$ cat src/rtl/color_slot_resolver_fifo_cache_assert.svh
// Assertion macros used by the color slot resolver back end (cslr_back).
`ifndef COLOR_SLOT_RESOLVER_FIFO_CACHE_ASSERT_SVH
`define COLOR_SLOT_RESOLVER_FIFO_CACHE_ASSERT_SVH

// The consequent must hold in the same cycle as the antecedent.
`define CSLR_ASSERT_SAME(label, clk, rst_n, ante, cons, msg) \
	label: assert property (@(posedge clk) disable iff (!rst_n) (ante) |-> (cons)) \
		else $error(msg);

// The consequent must hold in the cycle after the antecedent.
`define CSLR_ASSERT_NEXT(label, clk, rst_n, ante, cons, msg) \
	label: assert property (@(posedge clk) disable iff (!rst_n) (ante) |=> (cons)) \
		else $error(msg);

`endif

$ cat src/rtl/cslr_pkg.sv
package cslr_pkg;

	localparam logic [2:0] MODE_BASIC   = 3'd0;
	localparam logic [2:0] MODE_BRIGHT  = 3'd1;
	localparam logic [2:0] MODE_INDEXED = 3'd2;
	localparam logic [2:0] MODE_RGB     = 3'd3;

	localparam logic [1:0] TGT_PALETTE = 2'd0;
	localparam logic [1:0] TGT_INDEXED = 2'd1;
	localparam logic [1:0] TGT_RGB     = 2'd2;
	localparam logic [1:0] TGT_WHITE   = 2'd3;

	// Work classes handed from the front end to the back end.
	localparam logic [1:0] OP_DONE    = 2'd0;
	localparam logic [1:0] OP_INDEXED = 2'd1;
	localparam logic [1:0] OP_RGB     = 2'd2;

	localparam logic [7:0] INDEX_CUBE_FIRST = 8'd16;
	localparam logic [7:0] INDEX_GRAY_FIRST = 8'd232;

	typedef struct packed {
		logic [2:0] mode;
		logic [7:0] code;
		logic [7:0] red_in;
		logic [7:0] green_in;
		logic [7:0] blue_in;
	} req_t;

	typedef struct packed {
		logic [1:0] target;
		logic [7:0] entry_index;
		logic       allocate;
		logic       release_res;
		logic [7:0] fill_red;
		logic [7:0] fill_green;
		logic [7:0] fill_blue;
	} rsp_t;

	typedef struct packed {
		logic [1:0]  op;
		logic [1:0]  target;
		logic [7:0]  index;
		logic [23:0] key;
	} cmd_t;

endpackage

$ cat src/rtl/cslr_chan_if.sv
interface cslr_chan_if #(parameter type data_t = logic);
	logic  valid;
	logic  ready;
	data_t data;

	modport source (output valid, output data, input ready);
	modport sink (input valid, input data, output ready);
endinterface

$ cat src/rtl/color_slot_resolver_fifo_cache.sv
// Color slot resolver. Each request on req yields exactly one transfer on rsp, in order.
// After reset the back end clears its 256 indexed-entry flags and takes no command
// meanwhile; the front classifier and the two-entry command queue already accept
// requests. With the queue empty and the back end idle, a palette or white request
// passes through the queue entry register and then the result register, and back to
// back such requests sustain one item per cycle while rsp is ready; an indexed request
// also passes through the registered read of its flag. A direct rgb request scans the
// RGB_SLOTS-entry key memory one entry per cycle through its single registered read
// port until a valid slot matches or every slot has missed; on a miss the slot under
// the FIFO pointer is rewritten. The back end takes its next command only when it is
// idle and the result register is empty or is emptied in the same cycle; the queue
// holds up to two requests while it waits.
module color_slot_resolver_fifo_cache #(
	parameter int RGB_SLOTS = 64
) (
	input logic         clk,
	input logic         arst_n,
	cslr_chan_if.sink   req,
	cslr_chan_if.source rsp
);
	import cslr_pkg::*;

	cslr_chan_if #(.data_t(cmd_t)) front_cmd ();
	cslr_chan_if #(.data_t(cmd_t)) back_cmd ();

	cslr_front u_front (
		.req (req),
		.cmd (front_cmd)
	);

	cslr_queue u_queue (
		.clk    (clk),
		.arst_n (arst_n),
		.push   (front_cmd),
		.pop    (back_cmd)
	);

	cslr_back #(.RGB_SLOTS(RGB_SLOTS)) u_back (
		.clk    (clk),
		.arst_n (arst_n),
		.cmd    (back_cmd),
		.rsp    (rsp)
	);
endmodule

$ cat src/rtl/cslr_front.sv
module cslr_front (
	cslr_chan_if.sink   req,
	cslr_chan_if.source cmd
);
	import cslr_pkg::*;

	cmd_t cmd_d;

	assign req.ready = cmd.ready;
	assign cmd.valid = req.valid;
	assign cmd.data  = cmd_d;

	// Palette and white requests are resolved here; cache work is passed on.
	always_comb begin
		cmd_d.op     = OP_DONE;
		cmd_d.target = TGT_WHITE;
		cmd_d.index  = 8'd0;
		cmd_d.key    = {req.data.red_in, req.data.green_in, req.data.blue_in};
		unique case (req.data.mode)
			MODE_BASIC: begin
				if (req.data.code >= 8'd30 && req.data.code <= 8'd37) begin
					cmd_d.target = TGT_PALETTE;
					cmd_d.index  = req.data.code - 8'd30;
				end else if (req.data.code >= 8'd40 && req.data.code <= 8'd47) begin
					cmd_d.target = TGT_PALETTE;
					cmd_d.index  = req.data.code - 8'd40;
				end
			end
			MODE_BRIGHT: begin
				if (req.data.code >= 8'd90 && req.data.code <= 8'd97) begin
					cmd_d.target = TGT_PALETTE;
					cmd_d.index  = req.data.code - 8'd82;
				end else if (req.data.code >= 8'd100 && req.data.code <= 8'd107) begin
					cmd_d.target = TGT_PALETTE;
					cmd_d.index  = req.data.code - 8'd92;
				end
			end
			MODE_INDEXED: begin
				cmd_d.index = req.data.code;
				if (req.data.code < INDEX_CUBE_FIRST) begin
					cmd_d.target = TGT_PALETTE;
				end else begin
					cmd_d.op     = OP_INDEXED;
					cmd_d.target = TGT_INDEXED;
				end
			end
			MODE_RGB: begin
				cmd_d.op     = OP_RGB;
				cmd_d.target = TGT_RGB;
			end
			default: begin
				cmd_d.op = OP_DONE;
			end
		endcase
	end
endmodule

$ cat src/rtl/cslr_queue.sv
module cslr_queue (
	input logic         clk,
	input logic         arst_n,
	cslr_chan_if.sink   push,
	cslr_chan_if.source pop
);
	import cslr_pkg::*;

	cmd_t       entry_q [2];
	logic       wr_ptr_q;
	logic       rd_ptr_q;
	logic [1:0] count_q;
	logic       do_push;
	logic       do_pop;

	assign push.ready = (count_q != 2'd2);
	assign pop.valid  = (count_q != 2'd0);
	assign pop.data   = entry_q[rd_ptr_q];
	assign do_push    = push.valid && push.ready;
	assign do_pop     = pop.valid && pop.ready;

	always_ff @(posedge clk) begin
		if (do_push) begin
			entry_q[wr_ptr_q] <= push.data;
		end
	end

	always_ff @(posedge clk or negedge arst_n) begin
		if (!arst_n) begin
			wr_ptr_q <= 1'b0;
			rd_ptr_q <= 1'b0;
			count_q  <= 2'd0;
		end else begin
			if (do_push) begin
				wr_ptr_q <= ~wr_ptr_q;
			end
			if (do_pop) begin
				rd_ptr_q <= ~rd_ptr_q;
			end
			if (do_push && !do_pop) begin
				count_q <= count_q + 2'd1;
			end else if (do_pop && !do_push) begin
				count_q <= count_q - 2'd1;
			end
		end
	end
endmodule

$ cat src/rtl/cslr_back.sv
module cslr_back #(
	parameter int RGB_SLOTS = 64
) (
	input logic         clk,
	input logic         arst_n,
	cslr_chan_if.sink   cmd,
	cslr_chan_if.source rsp
);
	import cslr_pkg::*;
	`include "color_slot_resolver_fifo_cache_assert.svh"

	localparam int IDX_W = (RGB_SLOTS > 1) ? $clog2(RGB_SLOTS) : 1;
	localparam logic [IDX_W-1:0] LAST_SLOT = IDX_W'(RGB_SLOTS - 1);
	localparam logic [1:0] ST_IDLE  = 2'd0;
	localparam logic [1:0] ST_SCAN  = 2'd1;
	localparam logic [1:0] ST_FILL  = 2'd2;
	localparam logic [1:0] ST_CLEAR = 2'd3;
	localparam logic [7:0] LAST_INDEX = 8'd255;

	logic [1:0]       state_q;
	logic             idx_filled_mem [256];
	logic [7:0]       clr_addr_q;
	logic [7:0]       idx_q;
	logic             filled_s1;
	logic [23:0]      key_mem [RGB_SLOTS];
	logic             wrapped_q;
	logic [IDX_W-1:0] next_slot_q;
	logic [IDX_W-1:0] rd_addr_q;
	logic [IDX_W-1:0] rd_idx_s1;
	logic [23:0]      rd_key_s1;
	logic             rd_vld_s1;
	logic             issue_q;
	logic [23:0]      key_q;
	rsp_t             out_q;
	rsp_t             out_d;
	logic             out_valid_q;
	logic             out_free;
	logic             do_pop;
	logic             slot_valid;
	logic             hit;
	logic             miss;
	logic             scan_done;
	logic             produce;
	logic             busy;
	logic [23:0]      fill_color;

	// Color of a newly used indexed entry: a 6x6x6 cube or a gray ramp.
	function automatic logic [7:0] cube_level(input logic [2:0] digit);
		logic [7:0] level;
		begin
			case (digit)
				3'd0: level = 8'd0;
				3'd1: level = 8'd95;
				3'd2: level = 8'd135;
				3'd3: level = 8'd175;
				3'd4: level = 8'd215;
				default: level = 8'd255;
			endcase
			return level;
		end
	endfunction

	function automatic logic [23:0] indexed_fill(input logic [7:0] code);
		logic [7:0] c;
		logic [7:0] rem;
		logic [2:0] dr;
		logic [2:0] dg;
		logic [2:0] db;
		logic [7:0] gray;
		logic [7:0] step;
		begin
			c = code - INDEX_CUBE_FIRST;
			dr = 3'(c >= 8'd36) + 3'(c >= 8'd72) + 3'(c >= 8'd108) + 3'(c >= 8'd144)
				+ 3'(c >= 8'd180);
			rem = c - 8'(dr) * 8'd36;
			dg = 3'(rem >= 8'd6) + 3'(rem >= 8'd12) + 3'(rem >= 8'd18) + 3'(rem >= 8'd24)
				+ 3'(rem >= 8'd30);
			db = 3'(rem - 8'(dg) * 8'd6);
			step = code - INDEX_GRAY_FIRST;
			gray = 8'd8 + (step << 3) + (step << 1);
			if (code >= INDEX_GRAY_FIRST) begin
				return {gray, gray, gray};
			end
			return {cube_level(dr), cube_level(dg), cube_level(db)};
		end
	endfunction

	// Slots fill in FIFO order and are never freed, so a slot holds a key when the
	// pointer has already passed it or has wrapped once.
	assign slot_valid = wrapped_q || (rd_idx_s1 < next_slot_q);
	assign out_free   = !out_valid_q || rsp.ready;
	assign cmd.ready  = (state_q == ST_IDLE) && out_free;
	assign do_pop     = cmd.valid && cmd.ready;
	assign hit        = rd_vld_s1 && slot_valid && (rd_key_s1 == key_q);
	assign miss       = rd_vld_s1 && !hit && (rd_idx_s1 == LAST_SLOT);
	assign scan_done  = (state_q == ST_SCAN) && (hit || miss);
	assign produce    = (do_pop && cmd.data.op == OP_DONE) || scan_done || (state_q == ST_FILL);
	assign busy       = (state_q == ST_SCAN) || (state_q == ST_FILL);
	assign fill_color = indexed_fill(idx_q);
	assign rsp.valid  = out_valid_q;
	assign rsp.data   = out_q;

	always_comb begin
		out_d = '0;
		if (scan_done) begin
			out_d.target = TGT_RGB;
			if (hit) begin
				out_d.entry_index = 8'(rd_idx_s1);
			end else begin
				out_d.entry_index = 8'(next_slot_q);
				out_d.allocate    = 1'b1;
				out_d.release_res = wrapped_q;
				out_d.fill_red    = key_q[23:16];
				out_d.fill_green  = key_q[15:8];
				out_d.fill_blue   = key_q[7:0];
			end
		end else if (state_q == ST_FILL) begin
			out_d.target      = TGT_INDEXED;
			out_d.entry_index = idx_q;
			if (!filled_s1) begin
				out_d.allocate   = 1'b1;
				out_d.fill_red   = fill_color[23:16];
				out_d.fill_green = fill_color[15:8];
				out_d.fill_blue  = fill_color[7:0];
			end
		end else begin
			out_d.target      = cmd.data.target;
			out_d.entry_index = cmd.data.index;
		end
	end

	// Indexed-entry flags: cleared one entry per cycle after reset, then one
	// registered read when a command is taken and one write as an indexed result is made.
	always_ff @(posedge clk) begin
		if (state_q == ST_CLEAR) begin
			idx_filled_mem[clr_addr_q] <= 1'b0;
		end else if (state_q == ST_FILL) begin
			idx_filled_mem[idx_q] <= 1'b1;
		end
		if (do_pop) begin
			filled_s1 <= idx_filled_mem[cmd.data.index];
		end
	end

	// Key store: one write on a miss, one registered read per scan cycle.
	always_ff @(posedge clk) begin
		if (miss) begin
			key_mem[next_slot_q] <= key_q;
		end
		rd_key_s1 <= key_mem[rd_addr_q];
		rd_idx_s1 <= rd_addr_q;
		if (do_pop) begin
			key_q <= cmd.data.key;
			idx_q <= cmd.data.index;
		end
		if (produce) begin
			out_q <= out_d;
		end
	end

	always_ff @(posedge clk or negedge arst_n) begin
		if (!arst_n) begin
			state_q     <= ST_CLEAR;
			clr_addr_q  <= '0;
			wrapped_q   <= 1'b0;
			next_slot_q <= '0;
			rd_addr_q   <= '0;
			rd_vld_s1   <= 1'b0;
			issue_q     <= 1'b0;
			out_valid_q <= 1'b0;
		end else begin
			rd_vld_s1 <= issue_q && !hit;
			unique case (state_q)
				ST_CLEAR: begin
					clr_addr_q <= clr_addr_q + 8'd1;
					if (clr_addr_q == LAST_INDEX) begin
						state_q <= ST_IDLE;
					end
				end
				ST_IDLE: begin
					if (do_pop && cmd.data.op == OP_RGB) begin
						state_q   <= ST_SCAN;
						issue_q   <= 1'b1;
						rd_addr_q <= '0;
					end else if (do_pop && cmd.data.op == OP_INDEXED) begin
						state_q <= ST_FILL;
					end
				end
				ST_SCAN: begin
					if (scan_done) begin
						state_q <= ST_IDLE;
					end
				end
				default: begin
					state_q <= ST_IDLE;
				end
			endcase
			if (issue_q) begin
				rd_addr_q <= rd_addr_q + 1'b1;
				if (rd_addr_q == LAST_SLOT || hit) begin
					issue_q <= 1'b0;
				end
			end
			if (miss) begin
				if (next_slot_q == LAST_SLOT) begin
					next_slot_q <= '0;
					wrapped_q   <= 1'b1;
				end else begin
					next_slot_q <= next_slot_q + 1'b1;
				end
			end
			if (produce) begin
				out_valid_q <= 1'b1;
			end else if (rsp.ready) begin
				out_valid_q <= 1'b0;
			end
		end
	end

	`CSLR_ASSERT_SAME(a_busy_out_empty, clk, arst_n, busy, !out_valid_q, "result held while busy")
	`CSLR_ASSERT_NEXT(a_miss_valid, clk, arst_n, miss, wrapped_q || next_slot_q != '0, "slot not valid")
	`CSLR_ASSERT_NEXT(a_slot_holds, clk, arst_n, !miss, $stable(next_slot_q), "pointer moved")
	`CSLR_ASSERT_SAME(a_lookup_in_scan, clk, arst_n, rd_vld_s1 || issue_q, state_q == ST_SCAN, "stray read")
	`CSLR_ASSERT_SAME(a_clear_no_pop, clk, arst_n, state_q == ST_CLEAR, !cmd.ready, "pop during clear")
endmodule

$ cat src/flat_wrapper.sv
// flat-port wrapper written by rule: the top's interface ports become plain ports
module color_slot_resolver_fifo_cache_flat import cslr_pkg::*;
#(
	parameter int RGB_SLOTS = 64
)
  (clk, arst_n, req_valid, req_data, req_ready, rsp_valid, rsp_data, rsp_ready);
  cslr_chan_if #(.data_t(req_t)) req_i ();
  cslr_chan_if #(.data_t(rsp_t)) rsp_i ();
  input logic clk;
  input logic arst_n;
  input wire logic [$bits(req_i.valid)-1:0] req_valid;
  input wire logic [$bits(req_i.data)-1:0] req_data;
  output wire logic [$bits(req_i.ready)-1:0] req_ready;
  output wire logic [$bits(rsp_i.valid)-1:0] rsp_valid;
  output wire logic [$bits(rsp_i.data)-1:0] rsp_data;
  input wire logic [$bits(rsp_i.ready)-1:0] rsp_ready;
  assign req_i.valid = req_valid;
  assign req_i.data = req_data;
  assign req_ready = req_i.ready;
  assign rsp_valid = rsp_i.valid;
  assign rsp_data = rsp_i.data;
  assign rsp_i.ready = rsp_ready;
  color_slot_resolver_fifo_cache #(.RGB_SLOTS(RGB_SLOTS)) u_core (.clk(clk), .arst_n(arst_n), .req(req_i), .rsp(rsp_i));
endmodule
$ cat config.mk
export PLATFORM = sky130hd
export DESIGN_NAME = color_slot_resolver_fifo_cache_flat
export DESIGN_NICKNAME = d
export VERILOG_FILES = /design/src/rtl/cslr_pkg.sv /design/src/rtl/cslr_chan_if.sv /design/src/rtl/color_slot_resolver_fifo_cache.sv /design/src/rtl/cslr_front.sv /design/src/rtl/cslr_queue.sv /design/src/rtl/cslr_back.sv /design/src/flat_wrapper.sv
export VERILOG_INCLUDE_DIRS = /design/src /design/src/rtl
export SDC_FILE = /design/constraint.sdc
export NUM_CORES = 2
export LEC_CHECK = 0
export BUFFER_PORTS_ARGS = -buffer_cell sky130_fd_sc_hd__buf_2
export CAP_MARGIN = 10
export CORE_MARGIN = 10
export CORE_UTILIZATION = 42
export CTS_BUF_LIST = sky130_fd_sc_hd__clkbuf_4
export DETAILED_ROUTE_END_ITERATION = 10
export PLACE_DENSITY = 0.56
export SYNTH_ARGS = -nofsm -noshare
export SYNTH_HDL_FRONTEND = slang
export SYNTH_SLANG_ARGS = --single-unit
export TNS_END_PERCENT = 1
$ cat constraint.sdc
create_clock -name clk -period 20.5 [get_ports clk]
set_input_delay 3.075 -clock clk [delete_from_list [all_inputs] [get_ports clk]]
set_output_delay 3.075 -clock clk [all_outputs]
set_load 0.01 [all_outputs]
## Yosys cells after proc, flatten, opt, wreduce, memory -nomap -nowiden

Memory sizes are Yosys's and may differ from the RTL's. A register that Yosys moved wholly into a read port is not among the register bits.
Index checks and enable logic that the tools add are counted.

- Register bits after elaboration: 104
- RAM bits: 1864
- Bits of input ports: 39
- Output and inout port bits: 38
- Memories: 3

- Add/sub/neg operators: 23
- Multiply operators: 2
- Order comparisons: 21
- Equality and inequality tests: 29
- Multiplexer cells: 52
- Bitwise logic cells: 3
- Reductions and logical operators: 44

Memories:

| memory | words | width | rd ports | clocked after memory_dff | write ports | line | text |
|---|---|---|---|---|---|---|---|
| u_core.u_back.key_mem | 64 | 24 | 1 | 1 | 1 | cslr_back.sv:25 | `logic [23:0] key_mem [RGB_SLOTS];` |
| u_core.u_back.idx_filled_mem | 256 | 1 | 1 | 1 | 1 | cslr_back.sv:21 | `logic idx_filled_mem [256];` |
| u_core.u_queue.entry_q | 2 | 36 | 1 | 0 | 1 | cslr_queue.sv:9 | `cmd_t entry_q [2];` |

Operator list:

| operator | number |
|---|---|
| 24-bit 2-to-1 mux | 5 |
| 8-bit one-hot mux with 5 select lines | 3 |
| 10-bit 2-to-1 mux | 5 |
| 8-bit by 5-bit greater-or-equal comparator with 1-bit output, second input constant | 4 |
| 8-bit by 7-bit greater-or-equal comparator with 1-bit output, second input constant | 4 |
| 6-bit 2-to-1 mux | 5 |
| 26-bit 2-to-1 mux | 1 |
| 24-bit == test | 1 |
| 3-bit by 2-bit == test with 1-bit output, second input constant | 8 |
| 8-bit greater-or-equal comparator, second input constant | 3 |
| 8-bit one-hot mux with 3 select lines | 1 |
| 1-bit 2-to-1 mux | 21 |
| 6-bit == test, second input constant | 3 |
| 1-bit logical AND | 18 |
| 8-bit by 6-bit greater-or-equal comparator with 1-bit output, second input constant | 2 |
| 8-bit by 6-bit less-or-equal comparator with 1-bit output, second input constant | 2 |
| 8-bit by 7-bit less-or-equal comparator with 1-bit output, second input constant | 2 |
| 8-bit by 5-bit subtractor with 8-bit output, second input constant | 2 |
| 8-bit by 7-bit subtractor with 8-bit output, second input constant | 2 |
| 3-bit by 1-bit adder with 3-bit output | 4 |
| 6-bit by 1-bit adder with 6-bit output, second input constant | 2 |
| 3-bit by 1-bit == test with 1-bit output, second input constant | 4 |
| 3-bit logical NOT | 4 |
| 2-bit 2-to-1 mux | 6 |
| 38 further kinds | 62 |

## Logic depth before layout (Yosys ltp)

- Depth in word-level cells: 21
- Mapped depth: 31
- Gate-level depth less buffers: 29

## By module

Synthesis repeated with hierarchy kept, for this count alone.

- Cell total of the unflattened synthesis: 4515
- Area total of the unflattened synthesis: 80803.7 um^2

Modules (own cells, without submodules):

| module | times used | cells an instance | area an instance (um^2) |
|---|---|---|---|
| cslr_back | 1 | 4247 | 76826.2 |
| cslr_queue | 1 | 130 | 2941.6 |
| cslr_front | 1 | 138 | 1036.0 |

## Worst setup path before layout

Ideal clock, no wire load.

- Path kind: register to register
- Start: register u_core.u_back.idx_q[5]
- End: register u_core.u_back.out_q (netlist bit u_core.u_back.rsp.data[1]), data pin
- Library setup time: 0.257 ns
- Arrival time: 6.509 ns
- Required time: 20.243 ns
- Setup slack: 13.734 ns
- Stages on the path, launching flop included: 31
- Period minus slack after synthesis: 6.766 ns
- Cell sequence: edfxtp_1 > clkbuf_1 > inv_1 > ha_1 > xnor2_1 > nand3_1 > nand2_1 > fa_1 > fa_1 > inv_1 > ha_1 > buf_2 > xnor2_1 > ha_1 > o21ai_0 > or3b_2 > a311oi_1 > nand3b_1 > nor3_1 > fa_1 > fa_1 > inv_1 > ha_1 > inv_1 > ha_1 > xnor2_1 > xnor2_1 > nand2_1 > nand2_1 > nand2_1 > a22o_1

RTL lines:

| what | line | text |
|---|---|---|
| start: declaration | cslr_back.sv:23 | `logic [7:0] idx_q;` |
| start signal: assignment | cslr_back.sv:154 | `idx_q <= cmd.data.index;` |
| end signal: assignment | cslr_back.sv:157 | `out_q <= out_d;` |
| end: declaration | cslr_back.sv:34 | `rsp_t out_q;` |

==> key figures <==
Outcome
  – Status: finished clean

Clocking
  – Total clock buffers created by CTS: ~540
  – Max Root-Sink Buffers: 4
  – H-tree levels: 6
  – Root buffer cell: clkbuf_4
  – Post-CTS Setup Bufs: 0
  – Clk pin slew, worst setup/hold paths: 60 ps
  – Skew-Pair Late Insertion Delay: around 1400 ps
  – TritonCTS clock tree: built
  – Cts hold-fix bufs: 0
  – Clk sinks: ~2000
  – Post-cts gate resize count: 0

Routing
  – Number of remaining DRC errors: 0
  – Routed vias: between 40000 and 50000
  – Post-route antenna net violation count: 0
  – DRT Wirelength: between 200 and 250 mm
  – Vias per cell: 5.70
  – Avg WL per Cell: about 28 um
  – Starting DRT DRC Count: between 4000 and 5000
  – Drt pass-1 iters: 6

Die
  – IO Count: 77
  – Std-Cell Rows: 160
  – Starting Density: 42.2%
  – CORE AREA: approximately 0.19 mm^2
  – Die Area: 0.209 mm^2
  – Die Ht: roughly 460 um
  – Die width: around 460 um

Setup path
  – Critical Path RT: roughly 22000 ps
  – Flop2flop setup slack: ~13000 ps
  – CP most frequent cell: ha_1
  – Critical Path Fanout Max: 9
  – CP max-delay cell: edfxtp_1
  – Worst path arrival time: approximately 8500 ps
  – Crit Path Class: flip-flop to flip-flop
  – CP max stage delay: 530 ps
  – Crit path launch type: flip-flop
  – CP Capture Type: flip-flop

Finish
  – Share of cells above drive strength 1: 27.0%
  – Nets: about 5300
  – Fillers: roughly 16000
  – Area delta synth->final: 12.7%
  – Final core utilization: roughly 48%

Global route
  – GRT overflow: 0
  – Gr usage total: a little over a fifth
  – First-pass GRT wire length: 320 mm
  – Initial antenna violation count: 17
  – Vias in the first global route: between 40000 and 50000
  – Largest net degree at the start of global routing: roughly 120

STA
  – Final WS setup: between 10000 and 15000 ps
  – Final setup fails: 0
  – Maximum achievable frequency: roughly 140 MHz
  – Worst Max-Slew Pin Slew: about 1200 ps
  – Slew margin rel.: between 10% and 20%
  – Final worst-path cycle share: between 30% and 40%
  – Max-slew violation count: 0
  – Unrepaired setup endpoints after global routing: no
  – Final Critical Period: between 7000 and 8000 ps
  – Setup_tns: 0 ps
  – Count of final hold-check violations: 0
  – Setup Skew: roughly 130 ps

Logic synthesis
  – EDFF count, synth: between 1500 and 2000
  – Mapped Nets: 4807
  – Yosys top cell by area: edfxtp_1
  – Post-Synthesis Cells: between 4000 and 5000
  – Post-synth ARST share: under 10%
  – Sequential fraction of the synthesis area: between 70 and 80%
  – Top post-synthesis cells by count: edfxtp_1, nor2_1, mux2i_1
  – Synth top area share: 72.3%
  – Yosys warnings: 0
  – Primary FF master, synth: edfxtp_1
  – Synth area leaders: edfxtp_1, mux4_2, mux2i_1, mux2_2, nor2_1
  – Unique masters post-synth: 75
  – Synth Cell Area: between 0.08 and 0.09 mm^2
  – Count leader, synth: edfxtp_1
  – Syn_area_per_cell: 17.0 um^2
  – Number of synthesized register bits: approximately 2000

Placed design
  – PortBufs: between 70 and 80
  – GP Congestion: approximately 0.84
  – DPL Wire Length: between 100 and 150 mm
  – Dpl ws: ~13000 ps

Power and ir drop
  – Static leakage: approximately 0.028 uW
  – Peak supply drop: 0.0000808 V
  – Pwr per Cell Area: about 90 mW/mm^2

Worst hold path
  – HP Class: flip-flop to flip-flop

Job
  – Max-cap viol count: 0
## where the power goes
group	total (uW)	internal [uW]	switching [uW]
registers	4460	4450	11.2
clock network	3420	1830	1590
logic	242	75.1	167
## worst max-delay path: cells and delay by family (launching register included)
| kind | cells | cell delay, ps |
|---|---|---|
| AOI/OAI and AO/OA | 3 | 690 |
| and+or+nand+nor | 8 | 1310 |
| adders and majority gates | 9 | 3070 |
| xor gates and xnor gates | 4 | 1030 |
| buffers and inverters | 4 | 480 |
| DFF | 1 | 530 |
## flip-flops by register name, indices dropped and copies added (netlist names), 2 cells and up
name                          count
u_core.u_back.rd_addr_q           6
u_core.u_queue.count_q            2
u_core.u_back.rd_idx_s1           6
u_core.u_back.clr_addr_q          8
u_core.u_back.idx_filled_mem    256
u_core.u_back.key_mem          1536
u_core.u_back.next_slot_q         6
u_core.u_back.idx_q               8
u_core.u_back.rd_key_s1          24
u_core.u_back.rsp.data           36
u_core.u_queue.entry_q           72
u_core.u_back.key_q              24
u_core.u_back.state_q             2
## worst paths after layout
check / end / cells past startpoint / startpoint
max in group asynchronous: u_core.u_back.rd_addr_q[0] / 1 / arst_n
setup / recovery: u_core.u_back.rsp.data[1] / 28 / u_core.u_back.idx_q[4]
setup reg to reg: u_core.u_back.rsp.data[1] / 28 / u_core.u_back.idx_q[4]
hold / removal: u_core.u_back.rd_idx_s1[5] / 0 / u_core.u_back.rd_addr_q[5]
min in group asynchronous: u_core.u_queue.wr_ptr_q / 1 / arst_n
hold reg to reg: u_core.u_back.rd_idx_s1[5] / 0 / u_core.u_back.rd_addr_q[5]
## per-layer routing
layer  vias to the layer above  GRT usage [%]  part of all wire [%]
li1                      19915              -                     -
met1                     23500           28.0                    42
met2                      1978           33.2                    47
met3                       371           5.14                   8.4
met4                        12           6.69                   2.5
met5                         -              0                 0.036
## logic make-up after synthesis
family | count (synthesis) | share of synthesized area [%]
xor gates and xnor gates | 55 | 0.600
adders and majority gates | 56 | 0.913
AOI/OAI and AO/OA | 738 | 5.76
muxes | 691 | 12.5
and+or+nand+nor | 859 | 4.56
buffers and inverters | 322 | 1.68
DFF | 1993 | 74.0
## cell type report
| type | instances | area [um^2] | share of cell area, % |
|---|---|---|---|
| sequential | 1993 | 59400 | 65.7 |
| inverter | 50 | 195 | 0.216 |
| tap | 2511 | 3140 | 3.47 |
| multi-input combinational | 2399 | 19900 | 22.0 |
| antenna | 6 | 15.0 | 0.0166 |
| timing repair buffer | 188 | 1280 | 1.42 |
| clock inverter | 73 | 385 | 0.426 |
| clock buffer | 813 | 6100 | 6.75 |
## stage by stage
stage          cell area, um^2  hold WS, ps  cells  total power (uW)
6_report                 90400          415   8033              8130
3_5_place_dp             83900          405   7141              4790
4_1_cts                  90400          423   8027              8220
2_1_floorplan            80300          345   4714              4700
3_3_place_gp             83900          401   7141              4790
5_1_grt                  90400          447   8030              8460
## cell usage in the layout (no fill, tap or decap), types with 10 or more instances in the layout
cell	netlist	final
buf_2	58	76
inv_1	46	44
nand2b_1	11	10
inv_2	2	17
and3_1	12	11
o31ai_1	15	15
o22ai_1	114	114
o2bb2ai_1	17	17
a32oi_1	12	12
dfrtp_1	28	23
nand4_1	19	19
a31oi_1	17	17
nand3_1	56	56
clkbuf_4	0	813
clkinv_1	1	46
nor2_1	358	293
xnor2_1	51	51
nor2_2	2	28
o221ai_1	97	97
ha_1	49	49
edfxtp_1	1933	1933
buf_4	5	107
nor3_1	19	19
mux4_2	233	233
mux2i_1	329	329
nand3b_1	11	11
nor2b_1	13	13
nor2_4	0	39
mux2_2	127	127
dfxtp_1	30	30
nand2_1	315	313
a21oi_1	249	248
o21ai_0	145	145
(Power assumes the default switching activity.)
